<file path="src/design/jsu_pkg.sv">
`timescale 1ns / 1ps

package jsu_pkg;

    localparam int unsigned CAP_W         = 25;
    localparam logic [CAP_W-1:0] MAX_BYTES_RST = 25'd1048576;
    localparam int unsigned DATA_SLOTS    = 6;
    localparam int unsigned Q_DEPTH_DEF   = 4;

    typedef enum logic [1:0] {
        KIND_DATA = 2'd0,
        KIND_DONE = 2'd1,
        KIND_ERR  = 2'd2
    } t_kind;

    // One queued word: the data bytes caused by one input byte, then an
    // optional done/error item.
    typedef struct packed {
        logic [DATA_SLOTS-1:0][7:0] data;
        logic [2:0]                 ndata;
        logic                       has_term;
        t_kind                      term;
    } t_cmd;

endpackage

</file>
<file path="src/design/jsu_front.sv">
`timescale 1ns / 1ps

module jsu_front
    import jsu_pkg::*;
(
    input  logic             i_clk,
    input  logic             i_rst_n,
    input  logic             i_cfg_we,
    input  logic [CAP_W-1:0] i_cfg_wdata,
    input  logic             i_accept,
    input  logic [7:0]       i_in_byte,
    input  logic             i_end_of_text,
    output logic             o_wr,
    output t_cmd             o_cmd
);

    typedef enum logic [6:0] {
        PH_IDLE       = 7'b0000001,
        PH_BODY       = 7'b0000010,
        PH_ESC        = 7'b0000100,
        PH_HEX1       = 7'b0001000,
        PH_AFTER_HIGH = 7'b0010000,
        PH_AH_BS      = 7'b0100000,
        PH_HEX2       = 7'b1000000
    } t_phase;

    typedef struct packed {
        logic       ok;
        logic [3:0] val;
    } t_hex;

    typedef struct packed {
        logic [3:0][7:0] b;
        logic [2:0]      n;
    } t_utf8;

    localparam logic [7:0] CH_QUOTE  = 8'h22;
    localparam logic [7:0] CH_BSLASH = 8'h5C;
    localparam logic [7:0] CH_SLASH  = 8'h2F;
    localparam logic [7:0] CH_B      = 8'h62;
    localparam logic [7:0] CH_F      = 8'h66;
    localparam logic [7:0] CH_N      = 8'h6E;
    localparam logic [7:0] CH_R      = 8'h72;
    localparam logic [7:0] CH_T      = 8'h74;
    localparam logic [7:0] CH_U      = 8'h75;
    localparam logic [20:0] CP_REPL  = 21'h00FFFD;
    localparam logic [20:0] CP_SUPP  = 21'h010000;
    localparam logic [2:0]  REPL_LEN = 3'd3;

    function automatic t_hex hexval(input logic [7:0] b);
        t_hex h;
        h.ok  = 1'b1;
        h.val = 4'd0;
        if (b >= 8'h30 && b <= 8'h39) begin
            h.val = 4'(b - 8'h30);
        end else if (b >= 8'h61 && b <= 8'h66) begin
            h.val = 4'(b - 8'h57);
        end else if (b >= 8'h41 && b <= 8'h46) begin
            h.val = 4'(b - 8'h37);
        end else begin
            h.ok = 1'b0;
        end
        return h;
    endfunction

    function automatic t_utf8 encode(input logic [20:0] cp);
        t_utf8 u;
        u.b = '0;
        if (cp < 21'h80) begin
            u.b[0] = cp[7:0];
            u.n    = 3'd1;
        end else if (cp < 21'h800) begin
            u.b[0] = 8'hC0 | {3'b000, cp[10:6]};
            u.b[1] = 8'h80 | {2'b00, cp[5:0]};
            u.n    = 3'd2;
        end else if (cp < 21'h10000) begin
            u.b[0] = 8'hE0 | {4'b0000, cp[15:12]};
            u.b[1] = 8'h80 | {2'b00, cp[11:6]};
            u.b[2] = 8'h80 | {2'b00, cp[5:0]};
            u.n    = 3'd3;
        end else begin
            u.b[0] = 8'hF0 | {5'b00000, cp[20:18]};
            u.b[1] = 8'h80 | {2'b00, cp[17:12]};
            u.b[2] = 8'h80 | {2'b00, cp[11:6]};
            u.b[3] = 8'h80 | {2'b00, cp[5:0]};
            u.n    = 3'd4;
        end
        return u;
    endfunction

    // n more bytes stay within the cap
    function automatic logic fits(input logic [CAP_W-1:0] cnt, input logic [2:0] n,
                                  input logic [CAP_W-1:0] cap);
        return ({1'b0, cnt} + {{(CAP_W-2){1'b0}}, n}) <= {1'b0, cap};
    endfunction

    function automatic logic is_high(input logic [15:0] cp);
        return cp >= 16'hD800 && cp <= 16'hDBFF;
    endfunction

    function automatic logic is_low(input logic [15:0] cp);
        return cp >= 16'hDC00 && cp <= 16'hDFFF;
    endfunction

    t_phase           r_phase, n_phase;
    logic [2:0]       r_hex_cnt, n_hex_cnt;
    logic [15:0]      r_hex_acc, n_hex_acc;
    logic [15:0]      r_pend, n_pend;
    logic [CAP_W-1:0] r_emitted, n_emitted;   // data bytes sent so far in this string
    logic [CAP_W-1:0] r_max_bytes;

    t_hex             hv;
    logic [15:0]      acc_next;
    logic [2:0]       cnt_next;
    logic             do_body, do_esc, do_first;
    logic [15:0]      first_cp;
    logic             pre_fffd, e_valid, e_raw;
    logic [7:0]       e_byte;
    logic [20:0]      e_cp;
    logic             term_done, term_err, open_str;
    t_utf8            repl_enc, e_enc;
    logic             fit0, fit1;
    logic [CAP_W-1:0] emitted1;
    logic [2:0]       c0, c1, sel;

    always_comb begin
        hv        = hexval(i_in_byte);
        acc_next  = {r_hex_acc[11:0], hv.val};
        cnt_next  = r_hex_cnt + 3'd1;
        n_phase   = r_phase;
        n_hex_cnt = r_hex_cnt;
        n_hex_acc = r_hex_acc;
        n_pend    = r_pend;
        do_body   = 1'b0;
        do_esc    = 1'b0;
        do_first  = 1'b0;
        first_cp  = acc_next;
        pre_fffd  = 1'b0;
        e_valid   = 1'b0;
        e_raw     = 1'b0;
        e_byte    = i_in_byte;
        e_cp      = CP_REPL;
        term_done = 1'b0;
        term_err  = 1'b0;
        open_str  = 1'b0;

        unique case (r_phase)
            PH_BODY: begin
                do_body = 1'b1;
            end
            PH_ESC: begin
                do_esc = 1'b1;
            end
            PH_HEX1: begin
                if (!hv.ok) begin
                    term_err = 1'b1;
                end else begin
                    n_hex_acc = acc_next;
                    n_hex_cnt = cnt_next;
                    do_first  = (cnt_next >= 3'd4);
                end
            end
            PH_AFTER_HIGH: begin
                if (i_in_byte == CH_BSLASH) begin
                    n_phase = PH_AH_BS;
                end else begin
                    pre_fffd = 1'b1;
                    do_body  = 1'b1;
                end
            end
            PH_AH_BS: begin
                if (i_in_byte == CH_U) begin
                    n_phase   = PH_HEX2;
                    n_hex_cnt = 3'd0;
                    n_hex_acc = 16'd0;
                end else begin
                    pre_fffd = 1'b1;
                    do_esc   = 1'b1;
                end
            end
            PH_HEX2: begin
                if (!hv.ok) begin
                    pre_fffd = 1'b1;
                    term_err = 1'b1;
                end else begin
                    n_hex_acc = acc_next;
                    n_hex_cnt = cnt_next;
                    if (cnt_next >= 3'd4) begin
                        if (is_low(acc_next)) begin
                            // surrogate pair
                            e_valid = 1'b1;
                            e_cp    = CP_SUPP + {1'b0, r_pend[9:0], acc_next[9:0]};
                            n_phase = PH_BODY;
                        end else begin
                            pre_fffd = 1'b1;
                            do_first = 1'b1;
                        end
                    end
                end
            end
            default: begin
                if (i_in_byte == CH_QUOTE) begin
                    n_phase  = PH_BODY;
                    open_str = 1'b1;
                end else begin
                    term_err = 1'b1;
                end
            end
        endcase

        if (do_body) begin
            priority if (i_in_byte == CH_QUOTE) begin
                term_done = 1'b1;
            end else if (i_in_byte == CH_BSLASH) begin
                n_phase = PH_ESC;
            end else begin
                n_phase = PH_BODY;
                e_valid = 1'b1;
                e_raw   = 1'b1;
            end
        end

        if (do_esc) begin
            n_phase = PH_BODY;
            e_valid = 1'b1;
            e_raw   = 1'b1;
            unique case (i_in_byte)
                CH_QUOTE, CH_BSLASH, CH_SLASH: e_byte = i_in_byte;
                CH_B:    e_byte = 8'h08;
                CH_F:    e_byte = 8'h0C;
                CH_N:    e_byte = 8'h0A;
                CH_R:    e_byte = 8'h0D;
                CH_T:    e_byte = 8'h09;
                CH_U: begin
                    e_valid   = 1'b0;
                    n_phase   = PH_HEX1;
                    n_hex_cnt = 3'd0;
                    n_hex_acc = 16'd0;
                end
                default: begin
                    e_valid  = 1'b0;
                    term_err = 1'b1;
                end
            endcase
        end

        if (do_first) begin
            if (is_high(first_cp)) begin
                n_pend  = first_cp;
                n_phase = PH_AFTER_HIGH;
            end else begin
                n_phase = PH_BODY;
                e_valid = 1'b1;
                e_cp    = is_low(first_cp) ? CP_REPL : {5'd0, first_cp};
            end
        end

        if (term_done || term_err) begin
            n_phase = PH_IDLE;
        end
        if (i_end_of_text && n_phase != PH_IDLE) begin
            term_err = 1'b1;
            n_phase  = PH_IDLE;
        end
    end

    // byte cap: replacement char first, then the main emission
    always_comb begin
        repl_enc = encode(CP_REPL);
        e_enc    = encode(e_cp);
        if (e_raw) begin
            e_enc.b[0] = e_byte;
            e_enc.n    = 3'd1;
        end
        fit0      = pre_fffd && fits(r_emitted, REPL_LEN, r_max_bytes);
        emitted1  = fit0 ? r_emitted + CAP_W'(REPL_LEN) : r_emitted;
        fit1      = e_valid && fits(emitted1, e_enc.n, r_max_bytes);
        n_emitted = open_str ? '0
                             : (fit1 ? emitted1 + CAP_W'(e_enc.n) : emitted1);
        c0        = fit0 ? REPL_LEN : 3'd0;
        c1        = fit1 ? e_enc.n : 3'd0;

        o_cmd.ndata    = c0 + c1;
        o_cmd.has_term = term_done || term_err;
        o_cmd.term     = term_err ? KIND_ERR : KIND_DONE;
        for (int i = 0; i < DATA_SLOTS; i++) begin
            sel = 3'(i) - c0;
            if (3'(i) < c0) begin
                o_cmd.data[i] = repl_enc.b[i[1:0]];
            end else if (sel < 3'd4) begin
                o_cmd.data[i] = e_enc.b[sel[1:0]];
            end else begin
                o_cmd.data[i] = 8'd0;
            end
        end
        o_wr = i_accept && (o_cmd.ndata != 3'd0 || o_cmd.has_term);
    end

    always_ff @(posedge i_clk) begin
        if (!i_rst_n) begin
            r_phase     <= PH_IDLE;
            r_hex_cnt   <= 3'd0;
            r_hex_acc   <= 16'd0;
            r_pend      <= 16'd0;
            r_emitted   <= '0;
            r_max_bytes <= MAX_BYTES_RST;
        end else begin
            if (i_cfg_we) begin
                r_max_bytes <= i_cfg_wdata;
            end
            if (i_accept) begin
                r_phase   <= n_phase;
                r_hex_cnt <= n_hex_cnt;
                r_hex_acc <= n_hex_acc;
                r_pend    <= n_pend;
                r_emitted <= n_emitted;
            end
        end
    end

endmodule

</file>
<file path="src/design/jsu_queue.sv">
`timescale 1ns / 1ps

module jsu_queue
    import jsu_pkg::*;
#(
    parameter int unsigned DEPTH = Q_DEPTH_DEF
) (
    input  logic i_clk,
    input  logic i_rst_n,
    input  logic i_wr,
    input  t_cmd i_wdata,
    input  logic i_rd,
    output t_cmd o_rdata,
    output logic o_full,
    output logic o_empty
);

    localparam int unsigned PTR_W = (DEPTH > 1) ? $clog2(DEPTH) : 1;
    localparam int unsigned CNT_W = $clog2(DEPTH + 1);
    localparam logic [PTR_W-1:0] PTR_LAST = PTR_W'(DEPTH - 1);

    t_cmd             r_mem [DEPTH];
    logic [PTR_W-1:0] r_wr_ptr, r_rd_ptr;
    logic [CNT_W-1:0] r_count;

    assign o_full  = (r_count == CNT_W'(DEPTH));
    assign o_empty = (r_count == '0);
    assign o_rdata = r_mem[r_rd_ptr];

    always_ff @(posedge i_clk) begin
        if (i_wr) begin
            r_mem[r_wr_ptr] <= i_wdata;
        end
    end

    always_ff @(posedge i_clk) begin
        if (!i_rst_n) begin
            r_wr_ptr <= '0;
            r_rd_ptr <= '0;
            r_count  <= '0;
        end else begin
            if (i_wr) begin
                r_wr_ptr <= (r_wr_ptr == PTR_LAST) ? '0 : r_wr_ptr + 1'b1;
            end
            if (i_rd) begin
                r_rd_ptr <= (r_rd_ptr == PTR_LAST) ? '0 : r_rd_ptr + 1'b1;
            end
            if (i_wr && !i_rd) begin
                r_count <= r_count + 1'b1;
            end else if (i_rd && !i_wr) begin
                r_count <= r_count - 1'b1;
            end
        end
    end

`ifndef SYNTH
    a_no_overflow: assert property (@(posedge i_clk) disable iff (!i_rst_n)
        !(i_wr && o_full))
        else $error("queue written while full");
    a_no_underflow: assert property (@(posedge i_clk) disable iff (!i_rst_n)
        !(i_rd && o_empty))
        else $error("queue read while empty");
    a_count_bound: assert property (@(posedge i_clk) disable iff (!i_rst_n)
        r_count <= CNT_W'(DEPTH))
        else $error("queue count past depth");
`endif

endmodule

</file>
<file path="src/design/jsu_back.sv">
`timescale 1ns / 1ps

module jsu_back
    import jsu_pkg::*;
(
    input  logic       i_clk,
    input  logic       i_rst_n,
    input  logic       i_q_empty,
    input  t_cmd       i_q_data,
    output logic       o_q_rd,
    input  logic       i_pop,
    output logic       o_empty,
    output logic [1:0] o_kind,
    output logic [7:0] o_out_byte,
    output logic       o_last
);

    t_cmd       r_cmd;
    logic       r_valid;
    logic [2:0] r_idx;
    logic [2:0] total;
    logic       is_last, is_data, take;

    assign total   = r_cmd.ndata + {2'b00, r_cmd.has_term};
    assign is_last = (r_idx == total - 3'd1);
    assign is_data = (r_idx < r_cmd.ndata);
    assign take    = r_valid && i_pop;
    assign o_q_rd  = (!r_valid || (take && is_last)) && !i_q_empty;

    assign o_empty    = !r_valid;
    assign o_kind     = is_data ? KIND_DATA : r_cmd.term;
    assign o_out_byte = is_data ? r_cmd.data[r_idx] : 8'd0;
    assign o_last     = is_last;

    always_ff @(posedge i_clk) begin
        if (!i_rst_n) begin
            r_valid <= 1'b0;
            r_idx   <= 3'd0;
        end else if (o_q_rd) begin
            r_valid <= 1'b1;
            r_idx   <= 3'd0;
        end else if (take) begin
            if (is_last) begin
                r_valid <= 1'b0;
            end else begin
                r_idx <= r_idx + 3'd1;
            end
        end
    end

    always_ff @(posedge i_clk) begin
        if (o_q_rd) begin
            r_cmd <= i_q_data;
        end
    end

`ifndef SYNTH
    a_idx_in_word: assert property (@(posedge i_clk) disable iff (!i_rst_n)
        r_valid |-> (total != 3'd0 && r_idx < total))
        else $error("result index outside its word");
    a_hold_on_stall: assert property (@(posedge i_clk) disable iff (!i_rst_n)
        (r_valid && !i_pop) |=> (r_valid && $stable(r_idx)))
        else $error("pending result moved without pop");
    a_kind_legal: assert property (@(posedge i_clk) disable iff (!i_rst_n)
        r_valid |-> (o_kind == KIND_DATA || o_kind == KIND_DONE || o_kind == KIND_ERR))
        else $error("result kind out of range");
`endif

endmodule

</file>
<file path="src/design/json_string_unescape_utf8.sv">
`timescale 1ns / 1ps

// JSON string unescaper with UTF-8 output. One raw byte is taken per clock
// while full is low; the front decoder updates its state in that same cycle
// and writes the bytes it produced (up to six data bytes plus a done or
// error item) as one word into a QUEUE_DEPTH-entry queue. The back end hands
// out one result per clock while pop is high and results are waiting; full
// rises only when the queue has QUEUE_DEPTH words waiting. A byte's results
// pass through the queue and the back end's word register before they
// reach the outputs. A max_bytes write applies from the next byte on; the
// byte count checked against it restarts at each opening quote.

module json_string_unescape_utf8
    import jsu_pkg::*;
#(
    parameter int unsigned QUEUE_DEPTH = Q_DEPTH_DEF
) (
    input  logic             i_clk,
    input  logic             i_rst_n,
    input  logic             i_cfg_we,
    input  logic [CAP_W-1:0] i_cfg_wdata,
    input  logic             push,
    output logic             full,
    input  logic [7:0]       i_in_byte,
    input  logic             i_end_of_text,
    output logic             empty,
    input  logic             pop,
    output logic [1:0]       o_kind,
    output logic [7:0]       o_out_byte,
    output logic             o_last
);

    logic accept;
    logic q_wr, q_rd, q_empty;
    t_cmd q_wdata, q_rdata;

    assign accept = push && !full;

    jsu_front u_front (
        .i_clk         (i_clk),
        .i_rst_n       (i_rst_n),
        .i_cfg_we      (i_cfg_we),
        .i_cfg_wdata   (i_cfg_wdata),
        .i_accept      (accept),
        .i_in_byte     (i_in_byte),
        .i_end_of_text (i_end_of_text),
        .o_wr          (q_wr),
        .o_cmd         (q_wdata)
    );

    jsu_queue #(
        .DEPTH (QUEUE_DEPTH)
    ) u_queue (
        .i_clk   (i_clk),
        .i_rst_n (i_rst_n),
        .i_wr    (q_wr),
        .i_wdata (q_wdata),
        .i_rd    (q_rd),
        .o_rdata (q_rdata),
        .o_full  (full),
        .o_empty (q_empty)
    );

    jsu_back u_back (
        .i_clk      (i_clk),
        .i_rst_n    (i_rst_n),
        .i_q_empty  (q_empty),
        .i_q_data   (q_rdata),
        .o_q_rd     (q_rd),
        .i_pop      (pop),
        .o_empty    (empty),
        .o_kind     (o_kind),
        .o_out_byte (o_out_byte),
        .o_last     (o_last)
    );

endmodule
</file>
<file path="config.mk">
export PLATFORM = sky130hd
export DESIGN_NAME = json_string_unescape_utf8
export DESIGN_NICKNAME = d
export VERILOG_FILES = /design/src/design/jsu_pkg.sv /design/src/design/jsu_front.sv /design/src/design/jsu_queue.sv /design/src/design/jsu_back.sv /design/src/design/json_string_unescape_utf8.sv
export SDC_FILE = /design/constraint.sdc
export NUM_CORES = 1
export LEC_CHECK = 0
export BUFFER_PORTS_ARGS = -buffer_cell sky130_fd_sc_hd__buf_2
export CORE_ASPECT_RATIO = 1.1
export CORE_MARGIN = 10
export CORE_UTILIZATION = 25
export CTS_CLUSTER_DIAMETER = 100
export CTS_CLUSTER_SIZE = 28
export DETAILED_ROUTE_END_ITERATION = 8
export PLACE_DENSITY = 0.44
export SETUP_SLACK_MARGIN = 0.4
export SLEW_MARGIN = 20
export SYNTH_ARGS = -nofsm -noshare
export SYNTH_HDL_FRONTEND = slang
export SYNTH_HIERARCHICAL = 1
export SYNTH_SLANG_ARGS = --single-unit
</file>
<file path="constraint.sdc">
create_clock -name i_clk -period 13.3 [get_ports i_clk]
set_clock_uncertainty 0.2 [all_clocks]
set_input_delay 2.66 -clock i_clk [delete_from_list [all_inputs] [get_ports i_clk]]
set_output_delay 2.66 -clock i_clk [all_outputs]
set_load 0.05 [all_outputs]
</file>
=== Word-level counts from Yosys, hierarchy flattened ===
Memory sizes are Yosys's and may differ from the RTL's. A register that Yosys moved wholly into a read port is not among the register bits.
Cells that the tools add are included.

* Reduce and logical (&&, ||, !) cells: 39
* Magnitude comparators: 36
* Equal/unequal tests: 20
* Muxes and demuxes: 125
* Add/subtract/negate cells: 23
* Bitwise logic cells: 2

{| class="wikitable"
|+ Operators with widths
! operator !! count
|-
| $mux W8 || 22
|-
| $mux W21 || 6
|-
| $mux W25 || 4
|-
| $bmux W8 S2 || 6
|-
| $mux W16 || 6
|-
| $mux W7 || 12
|-
| $eq A8 B7 Y1 const B || 7
|-
| $le A26 B25 Y1 || 2
|-
| $pmux W8 S5 || 1
|-
| $mux W1 || 37
|-
| $ge A16 B16 Y1 const B || 2
|-
| $le A16 B16 Y1 const B || 2
|-
| $pmux W16 S2 || 1
|-
| $pmux W7 S4 || 1
|-
| $add A25 B2 Y26 const B || 1
|-
| $add A25 B3 Y26 || 1
|-
| $add A25 B2 Y25 const B || 1
|-
| $add A25 B3 Y25 || 1
|-
| $bmux W8 S3 || 1
|-
| $mux W24 || 1
|-
| $mux W3 || 8
|-
| $mux W11 || 2
|-
| $add A17 B20 Y21 const A || 1
|-
| $lt A21 B12 Y1 const B || 1
|-
| other kinds (57) || 118
|}

* Word-level logic and storage cells: 257
* Memories: 1
* Output and inout port bits: 13
* Bits of input ports: 39
* Memory bits (writable): 216
* Flip-flop bits (word level): 97

{| class="wikitable"
|+ Memories
! memory !! words !! bits a word !! rd ports !! clocked after memory_dff !! write ports !! RTL line !! source
|-
| u_queue.r_mem || 4 || 54 || 1 || 1 || 1 || jsu_queue.sv:22 || <nowiki>t_cmd r_mem [DEPTH];</nowiki>
|}

=== Depth between registers and ports, before layout ===
Gate-level depths: netlist of run 1.

* Depth after elaboration: 30
* Depth in mapped cells: 54
* Mapped depth without buffers: 49

=== Cells and area by module ===
The synthesis of run 1 kept the hierarchy.

{| class="wikitable"
|+ Modules (own cells, without submodules)
! module !! area an instance (µm²) !! times used !! seq. area each (µm²) !! cells an instance
|-
| jsu_front || 8849.7 || 1 || 1641.6 || 1179
|-
| jsu_queue || 8316.7 || 1 || 6666.4 || 326
|-
| jsu_back || 2433.6 || 1 || 1701.6 || 134
|-
| json_string_unescape_utf8 || 13.8 || 1 || 0.0 || 1
|}

=== Worst setup path before layout of run 1 ===
No wires, ideal clock.

* Kind: in2reg
* From: input i_in_byte[1]
* To: memory u_queue/r_mem[0][0] (netlist bit) (enable)
* Library setup time: 417 ps
* Arrival: 11418 ps
* Data required time: 12683 ps
* Stages: 42
* Setup slack: 1265 ps
* Buffers on the path: 6
* Cells stage by stage: inv_1 ha_1 or3b_1 and4_1 buf_2 nor2_2 a211o_2 nand3_4 buf_4 clkbuf_1 clkbuf_1 nand2_1 o21ai_0 ha_1 a21o_1 a21o_1 nand2_1 nor4bb_1 [6 not listed] o211ai_1 a2111oi_0 o211ai_1 o21a_1 nor2_1 o31ai_2 buf_4 buf_6 a21oi_1 ha_1 inv_1 fa_1 inv_1 nor2_1 nand4_1 nor2_1 and4b_1 and2_1

{| class="wikitable"
|+ RTL lines
! what !! RTL line !! source
|-
| start: declaration || json_string_unescape_utf8.sv:24 || <nowiki>input logic [7:0] i_in_byte,</nowiki>
|-
| end: declaration || jsu_queue.sv:22 ||
|}

==> results of run 1 <==
==> metal layers <==
layer  GRT usage (%)  vias to the layer above
met5               0                        -
met4            2.74                        2
met3            1.59                       75
met2            22.5                      371
met1            16.3                     6786
li1                -                     6247
==> critical path, delay by kind of cell <==
family / cells / cell delay (ps)
XOR/XNOR: 2 / 280
AND/OR/NAND/NOR: 17 / 3350
multiplexers: 1 / 300
AO/OA/AOI/OAI: 12 / 3150
adder cells (fa/ha/maj): 6 / 1860
buffers and inverters: 5 / 630
==> placed cells by master, fill, tap and decap left out, types with 10 or more instances in the layout <==
master	netlist	final
nor2_1	108	107
mux4_2	55	55
nand2_1	116	116
o21ai_0	58	57
nand4_1	34	34
buf_2	16	51
a22oi_1	22	22
clkbuf_16	0	21
inv_1	61	61
mux2i_1	50	50
nor2b_1	63	63
nor3_1	33	30
and3_1	19	19
o21a_1	16	16
or3_1	17	17
edfxtp_1	270	270
buf_4	8	33
o211ai_1	10	10
xnor2_1	57	57
xor2_1	20	20
nand3_1	43	43
ha_1	72	72
dfxtp_1	95	93
a21o_1	20	20
a211oi_1	12	11
a21oi_1	41	41
nor4_1	12	11
o31ai_1	11	11
==> power breakdown <==
group          internal (mW)  switching (mW)  total (mW)
logic                  0.272           0.441       0.713
registers               1.40          0.0545        1.46
clock network          0.331           0.425       0.756
==> path summary, 6_finish.rpt <==
path         cells past startpoint  slack [ps]                              end
max                             43        1370  u_queue/r_count[2]$_SDFFE_PN0P_
min                              1         320   u_front/r_pend[0]$_SDFFE_PN0P_
max reg2reg                     46        1450  u_queue/r_count[2]$_SDFFE_PN0P_
min reg2reg                      1         320   u_front/r_pend[0]$_SDFFE_PN0P_
==> cell usage after synthesis (all sizes together) (50+ instances only) <==
cell type / number / area (um2)
nor2b: 64 / 408
nor2: 110 / 418
xnor2: 57 / 499
clkbuf: 57 / 215
ha: 72 / 901
edfxtp: 270 / 8110
mux4: 62 / 1420
inv: 62 / 233
nand2: 116 / 435
mux2i: 50 / 500
dfxtp: 95 / 1900
o21ai: 64 / 335
==> cell type report <==
type / instances / area, um2
fill: 8091 / 55900
multi-input combinational: 1118 / 8880
sequential: 365 / 10000
clock buffer: 28 / 572
inverter: 62 / 233
tap: 1035 / 1290
clock inverter: 9 / 160
timing repair buffer: 89 / 603
==> kinds of logic after synthesis <==
logic type               count (synthesis)
AND/OR/NAND/NOR                        532
AO/OA/AOI/OAI                          305
adder cells (fa/ha/maj)                 75
XOR/XNOR                                80
other                                    1
buffers and inverters                  160
flip-flops                             365
multiplexers                           122
==> repair_timing <==
item | CTS | global route
endpoints found under the hold margin | 0 | 0
setup endpoints to repair | 0 | 155
setup buffers | 0 | 0
hold buffers | 0 | 0
resized for setup | 0 | 5
==> stage by stage <==
step	cells	setup slack, ps	cell area [um2]	hold WS, ps	util [%]
CTS	2706	1100	21700	320	28.0
floorplan	1643	1270	19600	266	-
global route	2706	417	21800	335	28.0
global placement	2669	849	21000	286	27.1
detailed placement	2669	721	21000	296	27.1
finish	2706	1370	21800	321	28.0
==> state kept, by name, summed over array words and instances (netlist names), named ones only <==
signal               count
u_back/r_valid           1
u_queue/r_mem          216
u_back/r_idx             3
u_front/r_max_bytes     25
u_front/r_hex_cnt        3
u_queue/r_count          3
u_back/r_cmd            54
u_front/r_hex_acc       12
u_queue/r_rd_ptr         2
u_front/r_emitted       25
u_front/r_phase          7
u_front/r_pend          10
u_queue/r_wr_ptr         2
==> flow_summary.yaml, run 1 <==
worst_setup_path:
  worst_ep_arrival_time_ps: 12240
  r2r_start: "u_front/r_emitted[0]$_SDFFE_PN0P_"
  startpoint_type: "input pin"
  cp-startpoint: "i_in_byte[1]"
  cp_common_cell: "nand2_1"
  slowest_delay_ps: 520
  slowest_stage: "o21ai_0"
  cp.required_ps: 13610
  crit_type: "in -> reg"
  worstPathMaxFanout: 12
  endpoint_kind: "register"
floorplan:
  io_pins: 52
  dieArea_um2: 90100
  die_x_um: 287
  start_util_pct: 25.3
  chipHeight_um: 314
  row_count: 107
  core_um2: 77600
route:
  highest_layer: "met5"
  totalWireLength_um: 58700
  drc: 0
  routedWlPerCell_um: 21.7
  wl_met3_um: 2800
  wl_met1_um: 25500
  vias_per_cell: 4.98
  drt_iter0_markers: 1028
  drt_pass1_iterations: 6
  num_vias: 13481
  ant_nets: 0
  wl_met2_um: 29200
cts:
  path_clk_slew_ps: 100
  cts_tree: "built"
  cts_buffer_depth: 3
  htreeDepth: 1
  cts-buffers-inserted: 21
  ctsRootBufferMaster: "clkbuf_16"
  insertion_delay_ps: 570
  numClockSinks: 365
min_path:
  hold_path.class: "reg -> reg"
  hold_start: "u_front/r_pend[0]$_SDFFE_PN0P_"
synth:
  synth_edf_count: 270
  synth_top_family_by_area: "simple AND/OR/NAND/NOR gates"
  ys_warn_count: 6
  synthDistinctLibCells: 108
  ys_seq_area_share_pct: 51.0
  synth_area_um2: 19600
  synth_adder_area_share_pct: 4.90
  ys_seq_elements: 365
  synthMuxAreaShare_pct: 10.4
  syn_avg_cell_area_um2: 12.0
  ys.flop_type: "edfxtp_1"
  synth-xor-area-share_pct: 3.73
  synth_cells: 1640
  yosys.area_share.simple_pct: 14.5
  synth_compound_area_share_pct: 11.5
  ys_async_sr_fraction_pct: 0
sta:
  tightest_slew_ps: 1180
  rsz0062_at_grt: "false"
  fmaxAchievable_ghz: 0.0838
  relSlewSlack_pct: 20.5
  hold_viol: 0
  fin_crit_ps: 11930
  slew_viol_final: 0
  setup_viol: 0
  period_share_pct: 89.7
  setup_tns_ps: 0
global_routing:
  grt.total_usage_pct: 12.7
  grt_pass1_vias: 13487
  grt_overflow: 0
  antenna_found_initial: 1
  grt_max_degree: 57
  grt_pass1_wl_um: 88400
placed_design:
  portBuffers: 51
  hpwlAfterDp_um: 42800
  place.gp.congestion: 0.890
flow_run:
  max_cap_viol_count: 0
finish:
  areaGrowthSynthToFinish_pct: 11.0
  diodes: 0
  drive_gt1_share_pct: 14.8
  nets: 1771
pwr:
  peakVddDrop_mv: 0.117
  power_leakage_nw: 7.29
  pwr_density_cell_nw_per_um2: 135
  p_total_mw: 2.93
status:
  status: "completed"
Power figures use the tool's default switching activity.
==> run 2, diff against run 1 <==
--- a/config.mk
+++ b/config.mk
@@ -8,11 +8,11 @@
 export BUFFER_PORTS_ARGS = -buffer_cell sky130_fd_sc_hd__buf_2
 export CORE_ASPECT_RATIO = 1.1
 export CORE_MARGIN = 10
-export CORE_UTILIZATION = 25
+export CORE_UTILIZATION = 33
 export CTS_CLUSTER_DIAMETER = 100
 export CTS_CLUSTER_SIZE = 28
 export DETAILED_ROUTE_END_ITERATION = 8
-export PLACE_DENSITY = 0.44
+export PLACE_DENSITY = 0.53
 export SETUP_SLACK_MARGIN = 0.4
 export SLEW_MARGIN = 20
 export SYNTH_ARGS = -nofsm -noshare
==> run 2 against run 1 <==
- combinational power is 3% lower
- utilization is 8.0 points higher
- sequential cell count stayed put
- critical endpoint unchanged
==> flow_summary.yaml, run 2 (synthesized netlist as in run 1, its figures left out) <==
status:
  status: "completed"
finish:
  nFillCells: 5775
  mostFrequentLayoutCell: "edfxtp_1"
  areaGrowthSynthToFinish_pct: 8.06
  regArea_um2: 10000
  final_cell_mix: "270 x edfxtp_1, 116 x nand2_1, 105 x nor2_1"
  largest_reg_flops: 216
  top_regs: "u_queue/r_mem x216, u_back/r_cmd x54"
  largest-register: "u_queue/r_mem"
  drive_gt1_share_pct: 14.0
  nets: 1759
  multi_input_area_um2: 8890
  diodes: 0
  fin_area_um2: 21200
cts:
  cts_buffer_depth: 3
  insertion_delay_ps: 560
  path_clk_slew_ps: 110
  cts-buffers-inserted: 19
  numClockSinks: 365
  htreeDepth: 1
  ctsRootBufferMaster: "clkbuf_16"
  cts_tree: "built"
placed_design:
  postPlaceCellArea_um2: 20600
  portBuffers: 51
  hpwlAfterDp_um: 38600
  place.gp.congestion: 0.919
sta:
  slew_viol_final: 0
  fmaxAchievable_ghz: 0.0834
  relSlewSlack_pct: 25.3
  setup_viol: 0
  period_share_pct: 90.1
  rsz0062_at_grt: "false"
  setup_tns_ps: 0
  tightest_slew_ps: 1110
  fin_crit_ps: 11990
  hold_viol: 0
floorplan:
  start_util_pct: 33.4
  row_count: 93
  dieArea_um2: 69600
  die_x_um: 252
  chipHeight_um: 276
  core_um2: 58800
  io_pins: 52
worst_setup_path:
  worst_ep_arrival_time_ps: 12280
  cp.required_ps: 13590
  endpoint_kind: "register"
  crit_type: "reg -> reg"
  slowest_stage: "dfxtp_1"
  cp_common_cell: "ha_1"
  startpoint_type: "register"
  worstPathMaxFanout: 11
  slowest_delay_ps: 550
global_routing:
  antenna_found_initial: 3
  grt_overflow: 0
  top_usage_layer: "met2"
  gr-usage-met1_pct: 20.8
  use_met3_pct: 2.13
  grt.total_usage_pct: 15.4
  grt_max_degree: 69
  met2_usage_pct: 25.7
  grt_pass1_wl_um: 83300
  grt_pass1_vias: 13432
pwr:
  peakVddDrop_mv: 0.0897
  p_total_mw: 2.84
  power_leakage_nw: 7.17
  pwr_density_cell_nw_per_um2: 134
route:
  totalWireLength_um: 54100
  routedWlPerCell_um: 22.4
  vias_per_cell: 5.57
  num_vias: 13464
  drc: 0
  drt_pass1_iterations: 5
  ant_nets: 0
  drt_iter0_markers: 1069
min_path:
  hold_path.class: "reg -> reg"
flow_run:
  max_cap_viol_count: 0
run 2: cell type report:
cell class	instances	area share, %
clock inverters	6	0.502
multi-input cells	1118	41.9
well taps	760	4.49
inverters	62	1.10
flip-flops and latches	365	47.2
repair buffers	79	2.31
clock buffers	28	2.40
run 2: final timing paths:
check                                    endpoint                              start  cells past startpoint  slack (ps)
setup / recovery  u_queue/r_count[2]$_SDFFE_PN0P_  u_front/r_emitted[0]$_SDFFE_PN0P_                     46        1310
setup reg to reg  u_queue/r_count[2]$_SDFFE_PN0P_  u_front/r_emitted[0]$_SDFFE_PN0P_                     46        1310
hold reg to reg    u_front/r_pend[0]$_SDFFE_PN0P_     u_front/r_pend[0]$_SDFFE_PN0P_                      1         320
hold / removal     u_front/r_pend[0]$_SDFFE_PN0P_     u_front/r_pend[0]$_SDFFE_PN0P_                      1         320
run 2: layer usage:
metal / part of all wire [%] / wire length [um] / up-vias
li1: - / - / 6229
met1: 45 / 24400 / 6759
met2: 48 / 26000 / 398
met3: 5.0 / 2710 / 76
met4: 2.0 / 1060 / 2
met5: 0.024 / 13 / -
run 2: what timing repair did:
action	CTS	global route
endpoints found under the setup margin	0	87
buffers inserted	0	0
gates resized for setup	0	5
hold buffers	0	0
run 2: critical path, delay by kind of cell, from the launching register on:
| family | cells | cell delay [ps] |
|---|---|---|
| AOI/OAI and AO/OA | 12 | 2630 |
| xor gates and xnor gates | 3 | 630 |
| adders and majority gates | 7 | 2120 |
| buffers and inverters | 4 | 500 |
| DFF | 1 | 550 |
| muxes | 1 | 250 |
| and+or+nand+nor | 19 | 5000 |
run 2: stage by stage:
stage / hold WS, ps / setup slack (ps) / instances / util, %
6_report: 321 / 1310 / 2418 / 36.1
5_1_grt: 339 / 455 / 2418 / 36.1
4_1_cts: 324 / 1150 / 2418 / 36.0
3_5_place_dp: 296 / 591 / 2384 / 35.0
3_3_place_gp: 282 / 857 / 2384 / 35.0
2_1_floorplan: 266 / 1270 / 1643 / -
run 2: power by group:
part,switching (mW),internal (mW)
logic,0.423,0.271
clock network,0.403,0.288
registers,0.0574,1.40
total,0.883,1.96
==> run 3, diff against run 2 <==
--- a/config.mk
+++ b/config.mk
@@ -5,14 +5,14 @@
 export SDC_FILE = /design/constraint.sdc
 export NUM_CORES = 1
 export LEC_CHECK = 0
-export BUFFER_PORTS_ARGS = -buffer_cell sky130_fd_sc_hd__buf_2
 export CORE_ASPECT_RATIO = 1.1
 export CORE_MARGIN = 10
 export CORE_UTILIZATION = 33
 export CTS_CLUSTER_DIAMETER = 100
 export CTS_CLUSTER_SIZE = 28
 export DETAILED_ROUTE_END_ITERATION = 8
-export PLACE_DENSITY = 0.53
+export DONT_BUFFER_PORTS = 1
+export PLACE_DENSITY = 0.52
 export SETUP_SLACK_MARGIN = 0.4
 export SLEW_MARGIN = 20
 export SYNTH_ARGS = -nofsm -noshare
==> run 3 against run 2 <==
- combinational power down 7.6%
- final area shrank 1.2%
- power fell by 1.6%
- hold slack got worse by 16 ps
- clock power is essentially flat
- maximum frequency increased by 0.97%
- sequential share of layout area rose by 0.58 points
- largest cell class unchanged
==> flow_summary.yaml, run 3 (synthesized netlist as in run 1, its figures left out) <==
status:
  status: "completed"
min_path:
  hold_path.class: "reg -> reg"
  min_to: "u_front/r_pend[0]$_SDFFE_PN0P_"
  min_delay_path_depth: 1
  hold_start: "u_front/r_pend[0]$_SDFFE_PN0P_"
worst_setup_path:
  slowest_stage: "and4b_1"
  reg2reg_depth: 48
  worst_ep_arrival_time_ps: 12170
  rrSetupSlack_ps: 1430
  worstPathMaxFanout: 20
  slowest_delay_ps: 500
  cp.required_ps: 13600
  cp-startpoint: "i_in_byte[1]"
  reg2reg_to: "u_queue/r_count[2]$_SDFFE_PN0P_"
  r2r_start: "u_front/r_emitted[0]$_SDFFE_PN0P_"
  endpoint_kind: "register"
  crit_type: "in -> reg"
  startpoint_type: "input pin"
sta:
  fmaxAchievable_ghz: 0.0842
  tightest_slew_ps: 1230
  relSlewSlack_pct: 16.7
  hold_ws_ps: 305
  setup_viol: 0
  period_share_pct: 89.2
  hold_viol: 0
  fin_crit_ps: 11870
  slew_viol_final: 0
  setup_tns_ps: 0
  rsz0062_at_grt: "false"
route:
  drt_pass1_iterations: 7
  ant_nets: 0
  routedWlPerCell_um: 23.0
  totalWireLength_um: 54500
  drc: 0
  num_vias: 13173
  vias_per_cell: 5.57
  drt_iter0_markers: 1197
floorplan:
  row_count: 93
  dieArea_um2: 69600
  core_um2: 58800
  io_pins: 52
  die_x_um: 252
  chipHeight_um: 276
  start_util_pct: 33.4
finish:
  mostFrequentLayoutCell: "edfxtp_1"
  utilization_pct: 35.6
  final_cell_mix: "270 x edfxtp_1, 116 x nand2_1, 105 x nor2_1"
  stdcell_count: 2366
  top_regs: "u_queue/r_mem x216, u_back/r_cmd x54"
  diodes: 0
  largest-register: "u_queue/r_mem"
  largest_reg_flops: 216
  drive_gt1_share_pct: 11.4
  areaGrowthSynthToFinish_pct: 6.76
  nets: 1707
flow_run:
  max_cap_viol_count: 0
cts:
  ctsHoldBuffers: 0
  ctsRootBufferMaster: "clkbuf_16"
  htreeDepth: 1
  post_cts_buffers: 0
  cts_tree: "built"
  path_clk_slew_ps: 110
  insertion_delay_ps: 580
  cts_buffer_depth: 3
  cts_resized: 0
  numClockSinks: 365
  cts-buffers-inserted: 19
pwr:
  peakVddDrop_mv: 0.132
  p_total_mw: 2.80
  power_leakage_nw: 6.97
  pwr_density_cell_nw_per_um2: 134
placed_design:
  hpwlAfterDp_um: 38700
  post-place-cells: 2332
  place.gp.congestion: 0.916
  portBuffers: 0
global_routing:
  grt_pass1_wl_um: 83000
  grt_overflow: 0
  antenna_found_initial: 0
  grt_pass1_vias: 12967
  grt_max_degree: 70
  grt.total_usage_pct: 15.5
[run 3: cell types whose count changed in the layout (fill, tap and decap cells not counted), sizes merged]
cell / change
buf: -52
clkbuf: -1
clkinv: +1
[run 3: worst max-delay path by stage]
stage	endpoint	slack, ps	cells after the start
6_report	u_queue/r_count[2]$_SDFFE_PN0P_	1430	44
5_1_grt	u_queue/r_count[2]$_SDFFE_PN0P_	550	46
4_1_cts	u_queue/r_count[2]$_SDFFE_PN0P_	1210	39
2_1_floorplan	u_queue/r_mem[0][0]$_DFFE_PP_	1270	42
3_5_place_dp	u_queue/r_count[2]$_SDFFE_PN0P_	600	39
3_3_place_gp	u_queue/r_count[2]$_SDFFE_PN0P_	1070	41
[run 3: stage by stage]
step / cell area, um2 / setup WS (ps)
floorplan: 19600 / 1270
global placement: 20300 / 1070
detailed placement: 20300 / 602
CTS: 20900 / 1210
global route: 20900 / 548
finish: 20900 / 1430
[run 3: layer usage]
metal | global-route usage [%] | wire (um) | share of wire [%]
met2 | 25.4 | 25800 | 47
met1 | 20.9 | 24100 | 44
met5 | 0 | 0 | 0
met3 | 2.84 | 3400 | 6.2
met4 | 3.59 | 1230 | 2.2
[run 3: critical path: cells and delay by family]
kind | cells | cell delay (ps)
muxes | 1 | 260
and+or+nand+nor | 16 | 3690
xor gates and xnor gates | 2 | 330
AOI/OAI and AO/OA | 13 | 2780
adders and majority gates | 7 | 1910
buffers and inverters | 5 | 510
[run 3: cell type report]
type / instances / area (um2)
Fill cell: 5722 / 37800
Sequential cell: 365 / 10000
Multi-Input combinational cell: 1118 / 8900
Tap cell: 760 / 951
Clock buffer: 27 / 505
Inverter: 62 / 233
Timing Repair Buffer: 27 / 228
Clock inverter: 7 / 110
[run 3: report_power, final]
part / switching (mW) / internal (mW)
clock network: 0.407 / 0.287
logic: 0.394 / 0.248
registers: 0.0616 / 1.40
